**config.mk**
```make
export PLATFORM = sky130hd
export DESIGN_NAME = cpu_6502_instruction_execute
export DESIGN_NICKNAME = d
export VERILOG_FILES = /design/src/sv/c6x_pkg.sv /design/src/sv/cpu_6502_instruction_execute.sv
export VERILOG_INCLUDE_DIRS = /design/src /design/src/sv
export SDC_FILE = /design/constraint.sdc
export NUM_CORES = 1
export LEC_CHECK = 0
export BUFFER_PORTS_ARGS = -buffer_cell sky130_fd_sc_hd__buf_4
export CORE_ASPECT_RATIO = 1.75
export CORE_MARGIN = 4
export CORE_UTILIZATION = 40
export CTS_BUF_LIST = sky130_fd_sc_hd__clkbuf_4 sky130_fd_sc_hd__clkbuf_8
export DETAILED_ROUTE_END_ITERATION = 10
export GPL_TIMING_DRIVEN = 1
export SLEW_MARGIN = 10
export SYNTH_ARGS = -nofsm -noshare
export SYNTH_HDL_FRONTEND = slang
export SYNTH_SLANG_ARGS = --single-unit
```
**constraint.sdc**
```tcl
create_clock -name clk -period 29.6 [get_ports clk]
set_clock_uncertainty 0.1 [all_clocks]
set_input_delay 7.4 -clock clk [delete_from_list [all_inputs] [get_ports clk]]
set_output_delay 7.4 -clock clk [all_outputs]
set_load 0.1 [all_outputs]
```
**src/sv/cpu_6502_instruction_execute_assert.svh**
```systemverilog
// Assertion macros for the 6502 execute block
`ifndef CPU_6502_INSTRUCTION_EXECUTE_ASSERT_SVH
`define CPU_6502_INSTRUCTION_EXECUTE_ASSERT_SVH

// Check a condition on every clock edge outside reset
`define C6X_ASSERT(label, cond, msg) \
  label: assert property (@(posedge clk) disable iff (rst) (cond)) else $error(msg);

// Check that pre implies post in the next cycle, outside reset
`define C6X_ASSERT_NEXT(label, pre, post, msg) \
  label: assert property (@(posedge clk) disable iff (rst) (pre) |=> (post)) else $error(msg);

`endif

```
**src/sv/c6x_pkg.sv**
```systemverilog
package c6x_pkg;

  localparam logic [7:0] SP_RESET = 8'hFD;
  localparam logic [7:0] P_RESET  = 8'h24;

  localparam logic [1:0] KIND_NONE  = 2'd0;
  localparam logic [1:0] KIND_MEM   = 2'd1;
  localparam logic [1:0] KIND_STACK = 2'd2;

  typedef enum logic [5:0] {
    F_ADC = 6'd0,  F_AND = 6'd1,  F_ASL = 6'd2,  F_BCC = 6'd3,  F_BCS = 6'd4,
    F_BEQ = 6'd5,  F_BIT = 6'd6,  F_BMI = 6'd7,  F_BNE = 6'd8,  F_BPL = 6'd9,
    F_BRK = 6'd10, F_BVC = 6'd11, F_BVS = 6'd12, F_CLC = 6'd13, F_CLD = 6'd14,
    F_CLI = 6'd15, F_CLV = 6'd16, F_CMP = 6'd17, F_CPX = 6'd18, F_CPY = 6'd19,
    F_DEC = 6'd20, F_DEX = 6'd21, F_DEY = 6'd22, F_EOR = 6'd23, F_INC = 6'd24,
    F_INX = 6'd25, F_INY = 6'd26, F_JMP = 6'd27, F_JSR = 6'd28, F_LDA = 6'd29,
    F_LDX = 6'd30, F_LDY = 6'd31, F_LSR = 6'd32, F_NOP = 6'd33, F_ORA = 6'd34,
    F_PHA = 6'd35, F_PHP = 6'd36, F_PLA = 6'd37, F_PLP = 6'd38, F_ROL = 6'd39,
    F_ROR = 6'd40, F_RTI = 6'd41, F_RTS = 6'd42, F_SBC = 6'd43, F_SEC = 6'd44,
    F_SED = 6'd45, F_SEI = 6'd46, F_STA = 6'd47, F_STX = 6'd48, F_STY = 6'd49,
    F_TAX = 6'd50, F_TAY = 6'd51, F_TSX = 6'd52, F_TXA = 6'd53, F_TXS = 6'd54,
    F_TYA = 6'd55
  } func_t;

  typedef struct packed {
    logic [5:0]  func;
    logic [7:0]  operand;
    logic [15:0] pulled_word;
    logic [15:0] vector_word;
    logic [15:0] effective_addr;
    logic signed [7:0] rel_offset;
    logic        accumulator_mode;
    logic        page_crossed;
  } in_item_t;

  typedef struct packed {
    logic [1:0]  kind;
    logic [15:0] write_addr;
    logic [7:0]  write_data;
    logic        last;
    logic [15:0] new_pc;
    logic [7:0]  new_a;
    logic [7:0]  new_x;
    logic [7:0]  new_y;
    logic [7:0]  new_sp;
    logic [7:0]  new_flags;
    logic [1:0]  extra_cycles;
  } out_item_t;

endpackage

```
**src/sv/cpu_6502_instruction_execute.sv**
```systemverilog
// Channel | Direction | Handshake          | Payload
// in      | input     | in_valid/in_stall  | in_item_t (one decoded operation)
// out     | output    | out_valid/out_stall| out_item_t (writes, then registers)
// Each operation is executed as it is accepted; results come from a three-deep
// result buffer, so one operation gives one beat except BRK (three) and JSR (two).
// Sustained rate is one single-beat operation per cycle while out_stall is low, set by the result buffer drain.
// Reset (synchronous, rst high) sets A, X, Y, PC to zero, SP to FD, P to 24.
// Input is stalled while the buffer holds results that have not drained.
`include "cpu_6502_instruction_execute_assert.svh"
module cpu_6502_instruction_execute
  import c6x_pkg::*;
(
  input  logic      clk,
  input  logic      rst,
  input  logic      in_valid,
  output logic      in_stall,
  input  in_item_t  in_data,
  output logic      out_valid,
  input  logic      out_stall,
  output out_item_t out_data
);

  logic [7:0]  a, x, y, sp, p;
  logic [15:0] pc;

  // pending result beats: slot 0 is on the output
  out_item_t  buf0, buf1, buf2;
  logic [1:0] cnt;

  logic       take, pop;
  logic [7:0] a_n, x_n, y_n, sp_n, p_n;
  logic [15:0] pc_n;
  logic [1:0] nw, extra;
  logic [1:0] wk [3];
  logic [15:0] wa [3];
  logic [7:0] wd [3];

  logic [7:0]  m, v, r, zr;
  logic [8:0]  sum;
  logic        setzn, taken;
  logic [15:0] ret, tgt;
  out_item_t   fin;
  out_item_t   b0, b1, b2;

  assign out_valid = (cnt != 2'd0);
  assign pop       = out_valid && !out_stall;
  // accept when the buffer is empty or empties in this cycle
  assign in_stall  = (cnt > 2'd1) || (cnt == 2'd1 && out_stall);
  assign take      = in_valid && !in_stall;
  assign out_data  = buf0;

  // execute one operation
  always_comb begin
    a_n = a; x_n = x; y_n = y; sp_n = sp; p_n = p; pc_n = pc;
    nw = 2'd0; extra = 2'd0; setzn = 1'b0; zr = 8'h00;
    for (int i = 0; i < 3; i++) begin
      wk[i] = KIND_NONE; wa[i] = 16'h0000; wd[i] = 8'h00;
    end
    m = in_data.operand;
    v = in_data.accumulator_mode ? a : m;
    r = 8'h00; sum = 9'h000; taken = 1'b0;
    ret = 16'h0000;
    tgt = pc + {{8{in_data.rel_offset[7]}}, in_data.rel_offset};
    case (in_data.func)
      F_ADC, F_SBC: begin
        if (in_data.func == F_SBC) m = ~in_data.operand;
        sum = {1'b0, a} + {1'b0, m} + {8'h00, p[0]};
        p_n[0] = sum[8];
        p_n[6] = ~(a[7] ^ m[7]) & (a[7] ^ sum[7]);
        a_n = sum[7:0]; zr = sum[7:0]; setzn = 1'b1;
        extra = {1'b0, in_data.page_crossed};
      end
      F_AND, F_EOR, F_ORA, F_LDA: begin
        case (in_data.func)
          F_AND:   a_n = a & m;
          F_EOR:   a_n = a ^ m;
          F_ORA:   a_n = a | m;
          default: a_n = m;
        endcase
        zr = a_n; setzn = 1'b1; extra = {1'b0, in_data.page_crossed};
      end
      F_ASL, F_LSR, F_ROL, F_ROR: begin
        case (in_data.func)
          F_ASL:   begin r = {v[6:0], 1'b0};  p_n[0] = v[7]; end
          F_LSR:   begin r = {1'b0, v[7:1]};  p_n[0] = v[0]; end
          F_ROL:   begin r = {v[6:0], p[0]};  p_n[0] = v[7]; end
          default: begin r = {p[0], v[7:1]};  p_n[0] = v[0]; end
        endcase
        zr = r; setzn = 1'b1;
        if (in_data.accumulator_mode) a_n = r;
        else begin
          nw = 2'd1; wk[0] = KIND_MEM; wa[0] = in_data.effective_addr; wd[0] = r;
        end
      end
      F_BCC, F_BCS, F_BEQ, F_BMI, F_BNE, F_BPL, F_BVC, F_BVS: begin
        case (in_data.func)
          F_BCC:   taken = !p[0];
          F_BCS:   taken = p[0];
          F_BEQ:   taken = p[1];
          F_BMI:   taken = p[7];
          F_BNE:   taken = !p[1];
          F_BPL:   taken = !p[7];
          F_BVC:   taken = !p[6];
          default: taken = p[6];
        endcase
        if (taken) begin
          pc_n = tgt;
          extra = (tgt[15:8] != pc[15:8]) ? 2'd2 : 2'd1;
        end
      end
      F_BIT: begin
        p_n[1] = (a & m) == 8'h00;
        p_n[7:6] = m[7:6];
      end
      F_BRK: begin
        ret = pc + 16'd1;
        nw = 2'd3;
        wk[0] = KIND_STACK; wa[0] = {8'h01, sp};          wd[0] = ret[15:8];
        wk[1] = KIND_STACK; wa[1] = {8'h01, sp - 8'd1};   wd[1] = ret[7:0];
        wk[2] = KIND_STACK; wa[2] = {8'h01, sp - 8'd2};   wd[2] = p | 8'h10;
        sp_n = sp - 8'd3; p_n[2] = 1'b1; pc_n = in_data.vector_word;
      end
      F_CLC: p_n[0] = 1'b0;
      F_CLD: p_n[3] = 1'b0;
      F_CLI: p_n[2] = 1'b0;
      F_CLV: p_n[6] = 1'b0;
      F_SEC: p_n[0] = 1'b1;
      F_SED: p_n[3] = 1'b1;
      F_SEI: p_n[2] = 1'b1;
      F_CMP, F_CPX, F_CPY: begin
        case (in_data.func)
          F_CMP:   r = a;
          F_CPX:   r = x;
          default: r = y;
        endcase
        p_n[0] = r >= m; zr = r - m; setzn = 1'b1;
        if (in_data.func == F_CMP) extra = {1'b0, in_data.page_crossed};
      end
      F_DEC, F_INC: begin
        r = (in_data.func == F_DEC) ? m - 8'd1 : m + 8'd1;
        zr = r; setzn = 1'b1;
        nw = 2'd1; wk[0] = KIND_MEM; wa[0] = in_data.effective_addr; wd[0] = r;
      end
      F_DEX: begin x_n = x - 8'd1; zr = x_n; setzn = 1'b1; end
      F_DEY: begin y_n = y - 8'd1; zr = y_n; setzn = 1'b1; end
      F_INX: begin x_n = x + 8'd1; zr = x_n; setzn = 1'b1; end
      F_INY: begin y_n = y + 8'd1; zr = y_n; setzn = 1'b1; end
      F_JMP: pc_n = in_data.effective_addr;
      F_JSR: begin
        ret = pc - 16'd1;
        nw = 2'd2;
        wk[0] = KIND_STACK; wa[0] = {8'h01, sp};        wd[0] = ret[15:8];
        wk[1] = KIND_STACK; wa[1] = {8'h01, sp - 8'd1}; wd[1] = ret[7:0];
        sp_n = sp - 8'd2; pc_n = in_data.effective_addr;
      end
      F_LDX: begin x_n = m; zr = m; setzn = 1'b1; extra = {1'b0, in_data.page_crossed}; end
      F_LDY: begin y_n = m; zr = m; setzn = 1'b1; extra = {1'b0, in_data.page_crossed}; end
      F_PHA: begin
        nw = 2'd1; wk[0] = KIND_STACK; wa[0] = {8'h01, sp}; wd[0] = a; sp_n = sp - 8'd1;
      end
      F_PHP: begin
        nw = 2'd1; wk[0] = KIND_STACK; wa[0] = {8'h01, sp}; wd[0] = p | 8'h10;
        sp_n = sp - 8'd1;
      end
      F_PLA: begin sp_n = sp + 8'd1; a_n = m; zr = m; setzn = 1'b1; end
      F_PLP: begin sp_n = sp + 8'd1; p_n = m | 8'h20; end
      F_RTI: begin sp_n = sp + 8'd3; p_n = m | 8'h20; pc_n = in_data.pulled_word; end
      F_RTS: begin sp_n = sp + 8'd2; pc_n = in_data.pulled_word + 16'd1; end
      F_STA: begin nw = 2'd1; wk[0] = KIND_MEM; wa[0] = in_data.effective_addr; wd[0] = a; end
      F_STX: begin nw = 2'd1; wk[0] = KIND_MEM; wa[0] = in_data.effective_addr; wd[0] = x; end
      F_STY: begin nw = 2'd1; wk[0] = KIND_MEM; wa[0] = in_data.effective_addr; wd[0] = y; end
      F_TAX: begin x_n = a; zr = a; setzn = 1'b1; end
      F_TAY: begin y_n = a; zr = a; setzn = 1'b1; end
      F_TSX: begin x_n = sp; zr = sp; setzn = 1'b1; end
      F_TXA: begin a_n = x; zr = x; setzn = 1'b1; end
      F_TXS: sp_n = x;
      F_TYA: begin a_n = y; zr = y; setzn = 1'b1; end
      default: ;
    endcase
    if (setzn) begin
      p_n[1] = (zr == 8'h00);
      p_n[7] = zr[7];
    end
  end

  // build the result beats: write beats, registers on the last one
  always_comb begin
    fin = '0;
    fin.last = 1'b1;
    fin.new_pc = pc_n; fin.new_a = a_n; fin.new_x = x_n; fin.new_y = y_n;
    fin.new_sp = sp_n; fin.new_flags = p_n; fin.extra_cycles = extra;
    b0 = '0; b1 = '0; b2 = '0;
    case (nw)
      2'd3: begin
        b0.kind = wk[0]; b0.write_addr = wa[0]; b0.write_data = wd[0];
        b1.kind = wk[1]; b1.write_addr = wa[1]; b1.write_data = wd[1];
        b2 = fin; b2.kind = wk[2]; b2.write_addr = wa[2]; b2.write_data = wd[2];
      end
      2'd2: begin
        b0.kind = wk[0]; b0.write_addr = wa[0]; b0.write_data = wd[0];
        b1 = fin; b1.kind = wk[1]; b1.write_addr = wa[1]; b1.write_data = wd[1];
      end
      default: begin
        b0 = fin; b0.kind = wk[0]; b0.write_addr = wa[0]; b0.write_data = wd[0];
      end
    endcase
  end

  // architectural registers and the result buffer
  always_ff @(posedge clk) begin
    if (rst) begin
      a <= 8'h00; x <= 8'h00; y <= 8'h00; sp <= SP_RESET; p <= P_RESET; pc <= 16'h0000;
      cnt <= 2'd0;
    end else if (take) begin
      a <= a_n; x <= x_n; y <= y_n; sp <= sp_n; p <= p_n; pc <= pc_n;
      cnt <= (nw == 2'd0) ? 2'd1 : nw;
    end else if (pop) begin
      cnt <= cnt - 2'd1;
    end
  end

  always_ff @(posedge clk) begin
    if (take) begin
      buf0 <= b0; buf1 <= b1; buf2 <= b2;
    end else if (pop) begin
      buf0 <= buf1; buf1 <= buf2;
    end
  end

  `C6X_ASSERT(a_take_empty, !(take && cnt > 2'd1), "accepted with results pending")
  `C6X_ASSERT_NEXT(a_take_valid, take, out_valid, "no beat after accept")
  `C6X_ASSERT_NEXT(a_last_hold, out_valid && out_data.last && out_stall,
                   out_valid && out_data.last, "last beat lost")

endmodule

```
# After elaboration in Yosys (flattened, before gate mapping)
# Index checks and enable logic that the tools add are counted.
[word_totals] register_bits=306 in_bits=76 wordCells=227 output_inout_bits=87
[classes] eq_ne=58 reduce_logical=40 n_bitwise=8 order_cmp=2 add_sub_neg=20 muxes=57
[op_table] op="85-bit two-way mux" count=4
[op_table] op="59-bit two-way mux" count=3
[op_table] op="6-bit equality test, second input constant" count=23
[op_table] op="8-bit one-hot mux with 14 select lines" count=1
[op_table] op="6-bit by 5-bit equality test with 1-bit output, second input constant" count=16
[op_table] op="16-bit one-hot mux with 5 select lines" count=1
[op_table] op="8-bit one-hot mux with 8 select lines" count=1
[op_table] op="8-bit two-way mux" count=7
[op_table] op="8-bit one-hot mux with 7 select lines" count=1
[op_table] op="6-bit by 4-bit equality test with 1-bit output, second input constant" count=8
[op_table] op="16-bit one-hot mux with 3 select lines" count=1
[op_table] op="8-bit one-hot mux with 3 select lines" count=2
[op_table] op="8-bit one-hot mux with 6 select lines" count=1
[op_table] op="8-bit one-hot mux with 5 select lines" count=1
[op_table] op="16-bit by 1-bit adder with 16-bit output, second input constant" count=2
[op_table] op="8-bit by 1-bit adder with 8-bit output, second input constant" count=4
[op_table] op="16-bit two-way mux" count=2
[op_table] op="8-bit one-hot mux with 2 select lines" count=2
[op_table] op="8-bit one-hot mux with 4 select lines" count=1
[op_table] op="8-bit by 1-bit subtractor with 8-bit output, second input constant" count=4
[op_table] op="27-bit OR reduction" count=1
[op_table] op="26-bit two-way mux" count=1
[op_table] op="6-bit by 3-bit equality test with 1-bit output, second input constant" count=4
[op_table] op="2-bit OR reduction" count=12
[op_table] op="other kinds (45)" count=82

# Logic depth before layout (Yosys ltp)
# Gate-level depths: netlist of run 1.
[depth] word_depth=10 depth_mapped=18 mapped_depth_nobuf=16

# Worst setup path before layout of run 1
# OpenSTA, ideal clock, no wires.
[synth_timing] path_kind="input -> register" from="input out_stall" to="register buf1[0] (netlist bit) (enable)" path_slack_ns=9.957 cell_stages=1 path_buffers=0 t_arrival_ns=18.639 required_time_ns=28.596 setup_time_ns=0.904 cell_sequence="o21ai_0"
[synth_between] elab_chain_len=5 elab_cells_between_ends=7 classes_between="reduce/logical (7)"
[synth_lines] item="start: declaration" line="cpu_6502_instruction_execute.sv:19" source="input logic out_stall,"
[synth_lines] item="1-bit logical AND" line="cpu_6502_instruction_execute.sv:48" source="assign in_stall = (cnt > 2'd1) || (cnt == 2'd1 && out_stall);"
[synth_lines] item="1-bit logical OR" line="cpu_6502_instruction_execute.sv:48"
[synth_lines] item="1-bit zero test" line="cpu_6502_instruction_execute.sv:49" source="assign take = in_valid && !in_stall;"
[synth_lines] item="1-bit logical AND" line="cpu_6502_instruction_execute.sv:49"
[synth_lines] item="2-bit nonzero test (no source line) *"
[synth_lines] item="end signal: assignment" line="cpu_6502_instruction_execute.sv:226" source="buf0 <= buf1; buf1 <= buf2;"
[synth_lines] item="end: declaration" line="cpu_6502_instruction_execute.sv:27" source="out_item_t buf0, buf1, buf2;"
# Mark *: on every way between the ends. The rest lies on a longest branch, timed or not.
# A chain may end at the register's enable or synchronous reset.

# Worst setup path in the final report of run 1
[layout_timing] from="input out_stall" to="output in_stall"
[layout_between] elab_chain_len=2
[layout_lines] item="1-bit logical AND" line="cpu_6502_instruction_execute.sv:48"
[layout_lines] item="1-bit logical OR" line="cpu_6502_instruction_execute.sv:48"
[layout_lines] item="end: declaration" line="cpu_6502_instruction_execute.sv:16" source="output logic in_stall,"
# No other way between the ends.

==> flow_metrics.tcl, run 1 <==
set metrics [dict create \
    outcome "completed" \
    power_density_mw_per_mm2 63.0 \
    fmaxAchievable_mhz 64.0 \
    area_delta_synth_final_pct 13.6 \
    final-max-slew-violation-count 0 \
    cp-end-kind "primary output" \
    clock-sinks 294 \
    synth_compound_area_frac 0.228 \
    die_height_um 298 \
    cpLargestDelayFamily "buffers and inverters" \
    internal_power_mw 0.829 \
    num-fill-cells 4648 \
    synth-xor-area-share 0.0355 \
    ctsResizeCount 0 \
    h-tree-depth 2 \
    via_count 17978 \
    critPathMostFrequentCell "buf_4" \
    tns_ns 0 \
    clkLatencyLatePin_ns 0.63 \
    cts_tree "built" \
    syn_area_mm2 0.0193 \
    grt_overflow 0 \
    core_area_mm2 0.0477 \
    placementRows 106 \
    setup_slack_ns 13.97 \
    place_area_mm2 0.0209 \
    synth_edf_count 236 \
    synthArstFlopShare 0 \
    place_ws_ns 13.97 \
    track_usage 0.292 \
    dieArea_mm2 0.0518 \
    cp_slowest_stage_delay_ns 0.27 \
    synthAdderAreaFrac 0.0530 \
    gp_congestion 1.03 \
    grt_pass1_vias 17614 \
    fp.dieW_um 174 \
    synth-simple-area-share 0.193 \
    slew-limit-headroom 0.103 \
    synth_warnings 0 \
    hold_path.class "flip-flop to flip-flop" \
    ys_seq_elements 294 \
    p_sw_mw 0.550 \
    drt_iter0_markers 1925 \
    worstPathArrival_ns 8.13 \
    portBuffers 162 \
    hpwl_mm 57.2 \
    setup_viol 0 \
    crit_chain "buf_4 > mux2i_1 > inv_1 > buf_4" \
    nNetsFinal 2370 \
    combPwrFrac 0.326 \
    rsz0062_at_grt "no" \
    crit_slowest_cell "mux2i_1" \
    drive_above_1_share 0.150 \
    wl_per_cell_um 27.6 \
    cts_made_buffers 46 \
    min_period_ns 15.63 \
    crit_required_ns 22.10 \
    whs_ns 0.390 \
    cts-root-buf "clkbuf_8" \
    syn_avg_cell_area_um2 9.07 \
    clockBufferDepth 3 \
    syn_inst 2123 \
    ios 163 \
    worst_pin_slew_ns 1.34 \
    critPathLaunchType "input port" \
    p_sw_frac 0.399 \
    path_class "input port to primary output" \
    power_frac_seq 0.400 \
    ys_types 105 \
    ant_nets 0 \
    multi_input_area_mm2 0.0101 \
    antenna_found_initial 3 \
    pwr-share-clk 0.275 \
    wl_mm 78.8 \
    synth-main-ff-cell "edfxtp_1" \
    ir_drop_mv 0.0474 \
    timing.final.crit_share 0.528 \
    drc_errors 0 \
    fin_area_mm2 0.0219 \
    synthMuxAreaShare 0.0110 \
    dr.pass1.iters 7 \
    cts_setup_buffers 0 \
    reg2reg_slack_ns 24.93 \
    drv_cap 0 \
    yosysSeqAreaShare 0.428 \
    cp_max_fo 3 \
    p_leak_nw 8.36 \
    hold_viol 0 \
    seqCellArea_mm2 0.00825 \
    synth_top_family_by_area "compound AO/OA/AOI/OAI gates" \
    cts.clk_slew.worst_paths_ns 0.06 \
    vias_per_cell 6.31 \
    grt_max_degree 162 \
    grt_pass1_wl_mm 115 \
    hold_buffers 0 \
    start_util 0.403 \
    crit_buf_inv 3 \
]
## cells in the mapped netlist (31+ instances only)
library cell,count,area share
nor2_1,221,0.043
a22oi_1,36,0.014
a21oi_1,110,0.029
o21ai_0,159,0.041
a211oi_1,42,0.016
a22o_1,31,0.014
edfxtp_1,236,0.37
clkbuf_1,122,0.024
dfxtp_1,58,0.060
ha_1,72,0.047
a221oi_1,35,0.016
and3_1,47,0.015
xnor2_1,44,0.020
inv_1,56,0.011
nor3_1,34,0.0088
nand2_1,285,0.056
nand3_1,64,0.017
xor2_1,34,0.015
## layout by cell type, fill, tap and decap left out, types with 42 or more instances in the layout
master,n
buf_4,207
a21oi_1,110
dfxtp_1,58
nand3_1,64
ha_1,72
nand2_1,282
o21ai_0,158
xnor2_1,44
and3_1,47
clkbuf_8,50
inv_1,56
a211oi_1,42
nor2_1,220
edfxtp_1,236
## metal layers
| layer | vias to the layer above | share of wire | track usage |
|---|---|---|---|
| met2 | 895 | 0.49 | 0.502 |
| met3 | 307 | 0.058 | 0.0416 |
| li1 | 8117 | - | - |
| met4 | 0 | 0.10 | 0.243 |
| met5 | - | 0 | 0 |
| met1 | 8659 | 0.35 | 0.316 |
## power by group through the flow
| stage | Combinational, mW | Clock [mW] | Sequential (mW) |
|---|---|---|---|
| after floorplan | 0.181 | 0 | 0.707 |
| after global placement | 0.443 | 0 | 0.557 |
| after detailed placement | 0.447 | 0 | 0.558 |
| after CTS | 0.448 | 0.388 | 0.550 |
| after global routing | 0.473 | 0.404 | 0.555 |
| final | 0.449 | 0.379 | 0.551 |
## area by class of cell
class | instances | share of cell area
Multi-Input combinational cell | 1606 | 0.461
Tap cell | 594 | 0.0340
Sequential cell | 294 | 0.377
Timing Repair Buffer | 208 | 0.0719
Clock buffer | 66 | 0.0369
Clock inverter | 20 | 0.00841
Antenna cell | 2 | 0.000229
Inverter | 60 | 0.0105
## cells by family after synthesis
logic type,after synthesis
AND/OR/NAND/NOR,793
adder cells (fa/ha/maj),78
other,1
XOR/XNOR,78
flip-flops,294
AO/OA/AOI/OAI,638
multiplexers,17
buffers and inverters,224
## worst paths after layout
path                                start       end  cells past startpoint
worst max register to register       y[1]   buf1[3]                     13
worst min register to register       p[4]      p[4]                      2
worst min-delay path                 p[4]      p[4]                      2
worst max-delay path            out_stall  in_stall                      4
## worst register-to-register path: cells and delay by family, from the launching register on
| family | cells | cell delay, ns |
|---|---|---|
| flip-flops | 1 | 0.67 |
| adder cells (fa/ha/maj) | 1 | 0.40 |
| AND/OR/NAND/NOR | 5 | 1.26 |
| AO/OA/AOI/OAI | 5 | 1.79 |
| buffers and inverters | 2 | 0.27 |
## metrics by stage
step,util,total power [mW],std cells
2_1_floorplan,-,0.888,2124
3_3_place_gp,0.437,1.00,2762
3_5_place_dp,0.437,1.01,2762
4_1_cts,0.458,1.39,2848
5_1_grt,0.458,1.43,2850
6_report,0.458,1.38,2850
## registers in the layout (all words and copies together), names as in the netlist
name	count
a	8
buf1	76
buf2	75
cnt	2
out_data	85
p	8
pc	16
sp	8
x	8
y	8
Note: power is estimated with default switching activity, not from simulation.
==> inputs of run 2 (changes only) <==
==> constraint.sdc (replaced) <==
create_clock -name clk -period 16.1 [get_ports clk]
set_clock_uncertainty 0.1 [all_clocks]
set_input_delay 4.025 -clock clk [delete_from_list [all_inputs] [get_ports clk]]
set_output_delay 4.025 -clock clk [all_outputs]
set_load 0.1 [all_outputs]
==> flow_metrics.tcl, run 2 (synthesis results as in run 1) <==
set metrics [dict create \
    drt_iter0_markers 1663 \
    timing.final.crit_share 0.551 \
    power_mw 2.58 \
    core_area_mm2 0.0477 \
    crit_path_end "in_stall" \
    clockBufferDepth 3 \
    die_height_um 298 \
    tns_ns 0 \
    path_class "input port to primary output" \
    ctsResizeCount 0 \
    drc_errors 0 \
    fmaxAchievable_mhz 113 \
    grt_max_degree 162 \
    portBuffers 162 \
    wl_per_cell_um 28.7 \
    cts.clk_slew.worst_paths_ns 0.07 \
    dp.cells 2757 \
    final-max-slew-violation-count 0 \
    worst_pin_slew_ns 1.29 \
    r2r_cells 9 \
    drv_cap 0 \
    hpwl_mm 59.3 \
    start_util 0.403 \
    critPathLaunchType "input port" \
    cp-end-kind "primary output" \
    cp-startpoint "out_stall" \
    wl_mm 81.6 \
    hold_buffers 0 \
    cts-root-buf "clkbuf_8" \
    hold_path.class "flip-flop to flip-flop" \
    nNetsFinal 2366 \
    ir_drop_mv 0.0788 \
    final_common_cell "nand2_1" \
    dieArea_mm2 0.0518 \
    grt_pass1_vias 17791 \
    cp_max_fo 3 \
    power_density_mw_per_mm2 118 \
    worstPathArrival_ns 4.75 \
    hold_viol 0 \
    antenna_found_initial 1 \
    rsz0062_at_grt "no" \
    r2r_start "cnt[1]" \
    cts_made_buffers 46 \
    fin_cells 2845 \
    fp.dieW_um 174 \
    min_period_ns 8.88 \
    r2r_end "buf1[74]" \
    ant_nets 0 \
    ios 163 \
    gp_congestion 1.04 \
    grt_pass1_wl_mm 118 \
    crit_required_ns 11.98 \
    outcome "completed" \
    largest_reg_flops 85 \
    slew-limit-headroom 0.127 \
    cts_setup_buffers 0 \
    drive_above_1_share 0.152 \
    track_usage 0.303 \
    clock-sinks 294 \
    grt_overflow 0 \
    h-tree-depth 2 \
    placementRows 106 \
    cts_tree "built" \
    reg2reg_slack_ns 11.63 \
    vias_per_cell 6.32 \
    area_delta_synth_final_pct 13.9 \
    dr.pass1.iters 6 \
    layout_common_cells "282 x nand2_1, 236 x edfxtp_1, 221 x nor2_1" \
    via_count 17976 \
    p_leak_nw 8.37 \
    clkLatencyLatePin_ns 0.61 \
    setup_viol 0 \
]
## run 2: power by group
group | leakage [nW] | internal [mW] | switching [mW]
combinational | 4.95 | 0.203 | 0.624
clock | 0.554 | 0.406 | 0.328
sequential | 2.87 | 0.945 | 0.0702
## run 2: how the worst min path moves through the flow
| stage | cells after the start | startpoint | end |
|---|---|---|---|
| CTS | 2 | p[4] | p[4] |
| global placement | 2 | p[4] | p[4] |
| global route | 2 | buf2[71] | buf1[71] |
| finish | 2 | p[4] | p[4] |
| detailed placement | 2 | p[4] | p[4] |
| floorplan | 2 | p[4] | p[4] |
## run 2: cell type report
class | count | area [um^2]
Antenna cell | 1 | 2.50
Clock buffer | 64 | 800
Clock inverter | 22 | 248
Fill cell | 4708 | 25800
Inverter | 60 | 230
Multi-Input combinational cell | 1606 | 10100
Sequential cell | 294 | 8250
Tap cell | 594 | 743
Timing Repair Buffer | 204 | 1540
## run 2: worst max-delay path, cell delays in order
cell and delay [ns]:
buf_4 0.13, mux2i_1 0.27, inv_1 0.08, buf_4 0.24
## run 2: stage by stage
stage,hold WS [ns],util,setup WS (ns),cell area [um^2]
CTS,0.405,0.459,7.22,21900
detailed placement,0.388,0.437,7.20,20900
floorplan,0.354,-,4.19,19300
finish,0.402,0.459,7.22,21900
global placement,0.369,0.437,7.18,20900
global route,0.418,0.459,7.20,21900
## run 2: metal layers
metal	global-route usage	vias up	routed length (um)
met5	0	-	0
met4	0.271	0	8760
met3	0.0448	307	4800
met2	0.518	894	39700
met1	0.319	8656	28300
li1	-	8119	-
==> inputs of run 3 (changes only) <==
==> constraint.sdc (replaced) <==
create_clock -name clk -period 7.2 [get_ports clk]
set_clock_uncertainty 0.1 [all_clocks]
set_input_delay 1.8 -clock clk [delete_from_list [all_inputs] [get_ports clk]]
set_output_delay 1.8 -clock clk [all_outputs]
set_load 0.1 [all_outputs]
==> flow_metrics.tcl, run 3 (synthesis results as in run 1) <==
set metrics [dict create \
    outcome "completed" \
    num-fill-cells 4745 \
    wl_met1_mm 28.5 \
    hold_buffers 0 \
    combPwrFrac 0.327 \
    ant_nets 0 \
    hpwl_mm 61.7 \
    cp_max_fo 10 \
    power_frac_seq 0.398 \
    path_class "input port to flip-flop" \
    grt_pass1_wl_mm 121 \
    worst_pin_slew_ns 1.33 \
    hold_path.class "flip-flop to flip-flop" \
    dr.pass1.iters 6 \
    drive_above_1_share 0.153 \
    cts_made_buffers 47 \
    wl_mm 83.7 \
    cts-root-buf "clkbuf_8" \
    met3_wirelength_mm 4.91 \
    vias_per_cell 6.32 \
    wl_per_cell_um 29.3 \
    tns_ns 0 \
    wl_met2_mm 42.2 \
    top_layer_used "met4" \
    antenna_found_initial 1 \
    largest_reg_flops 85 \
    setup_viol 0 \
    drc_errors 0 \
    layout_common_cells "282 x nand2_1, 236 x edfxtp_1, 221 x nor2_1" \
    fmaxAchievable_mhz 168 \
    cts.clk_slew.worst_paths_ns 0.08 \
    track_usage 0.312 \
    hold_viol 0 \
    clkLatencyLatePin_ns 0.63 \
    fin_cells 2857 \
    crit_required_ns 7.56 \
    slew-limit-headroom 0.102 \
    power_density_mw_per_mm2 260 \
    ios 163 \
    gp_congestion 1.01 \
    drt_iter0_markers 1633 \
    grt_max_degree 162 \
    grt_pass1_vias 17874 \
    h-tree-depth 2 \
    core_area_mm2 0.0477 \
    portBuffers 162 \
    cts_setup_buffers 0 \
    pwr-share-clk 0.275 \
    cts_tree "built" \
    dieArea_mm2 0.0518 \
    timing.final.crit_share 0.828 \
    p_sw_mw 2.29 \
    fp.dieW_um 174 \
    p_leak_nw 8.39 \
    min_period_ns 5.96 \
    clock-sinks 294 \
    clockBufferDepth 3 \
    cp-end-kind "flip-flop" \
    ir_drop_mv 0.164 \
    dp.cells 2769 \
    via_count 18048 \
    final-max-slew-violation-count 0 \
    start_util 0.403 \
    final_common_cell "nand2_1" \
    drv_cap 0 \
    critPathLaunchType "input port" \
    placementRows 106 \
    internal_power_mw 3.41 \
    worstPathArrival_ns 6.32 \
    p_sw_frac 0.402 \
    nNetsFinal 2378 \
    grt_overflow 0 \
    area_delta_synth_final_pct 14.0 \
    die_height_um 298 \
    ctsResizeCount 0 \
    rsz0062_at_grt "no" \
]
[run 3: cell count changes in the layout (fill, tap and decap cells not counted), sizes merged]
cell	before	now
clkbuf	65	67
inv	61	62
buf	203	215
bufinv	5	3
clkinv	14	13
[run 3: path summary, 6_finish.rpt]
check              startpoint           to  slack, ns  depth (start not counted)
setup / recovery  in_data[69]  out_data[3]       1.24                         16
hold / removal       buf2[68]     buf1[68]       0.41                          2
setup reg to reg         p[0]  out_data[3]       2.94                         11
hold reg to reg      buf2[68]     buf1[68]       0.41                          2
[run 3: routing by layer]
metal	vias to the layer above	GRT usage
met5	-	0
met4	0	0.242
met3	310	0.0470
met2	946	0.551
met1	8652	0.329
li1	8140	-
[run 3: critical path, stage by stage]
cell      delay [ns]
buf_4           0.11
nor2_1          0.58
nand2_2         0.31
nor2_1          0.53
a22o_1          0.23
a21oi_1         0.09
ha_1            0.27
fa_1            0.37
nor2b_1         0.25
o221ai_1        0.19
a221oi_1        0.31
nand4b_1        0.19
nor4_4          0.37
nand4_2         0.17
o31ai_4         0.29
a21boi_2        0.22
[run 3: cell type report]
cell class              instances  area, um^2  area share
flip-flops and latches        294        8250       0.376
clock inverters                20         188     0.00855
repair buffers                215        1630      0.0741
well taps                     594         743      0.0339
clock buffers                  67         810      0.0369
diodes                          1        2.50    0.000114
multi-input cells            1606       10100       0.460
inverters                      60         230      0.0105
[run 3: power groups by stage]
stage / clock (mW) / sequential, mW / combinational, mW
after global routing: 1.67 / 2.29 / 1.97
after floorplan: 0 / 2.87 / 0.746
final: 1.57 / 2.27 / 1.87
after CTS: 1.60 / 2.27 / 1.87
after global placement: 0 / 2.30 / 1.85
after detailed placement: 0 / 2.30 / 1.86
[run 3: metrics by stage]
step	area, um^2	hold WS (ns)	setup slack [ns]	util	power [mW]
CTS	21900	0.398	1.35	0.460	5.74
finish	22000	0.407	1.24	0.460	5.70
global placement	20900	0.372	0.868	0.439	4.15
detailed placement	20900	0.379	0.701	0.439	4.16
global route	22000	0.423	0.928	0.460	5.93
floorplan	19300	0.354	0.616	-	3.61
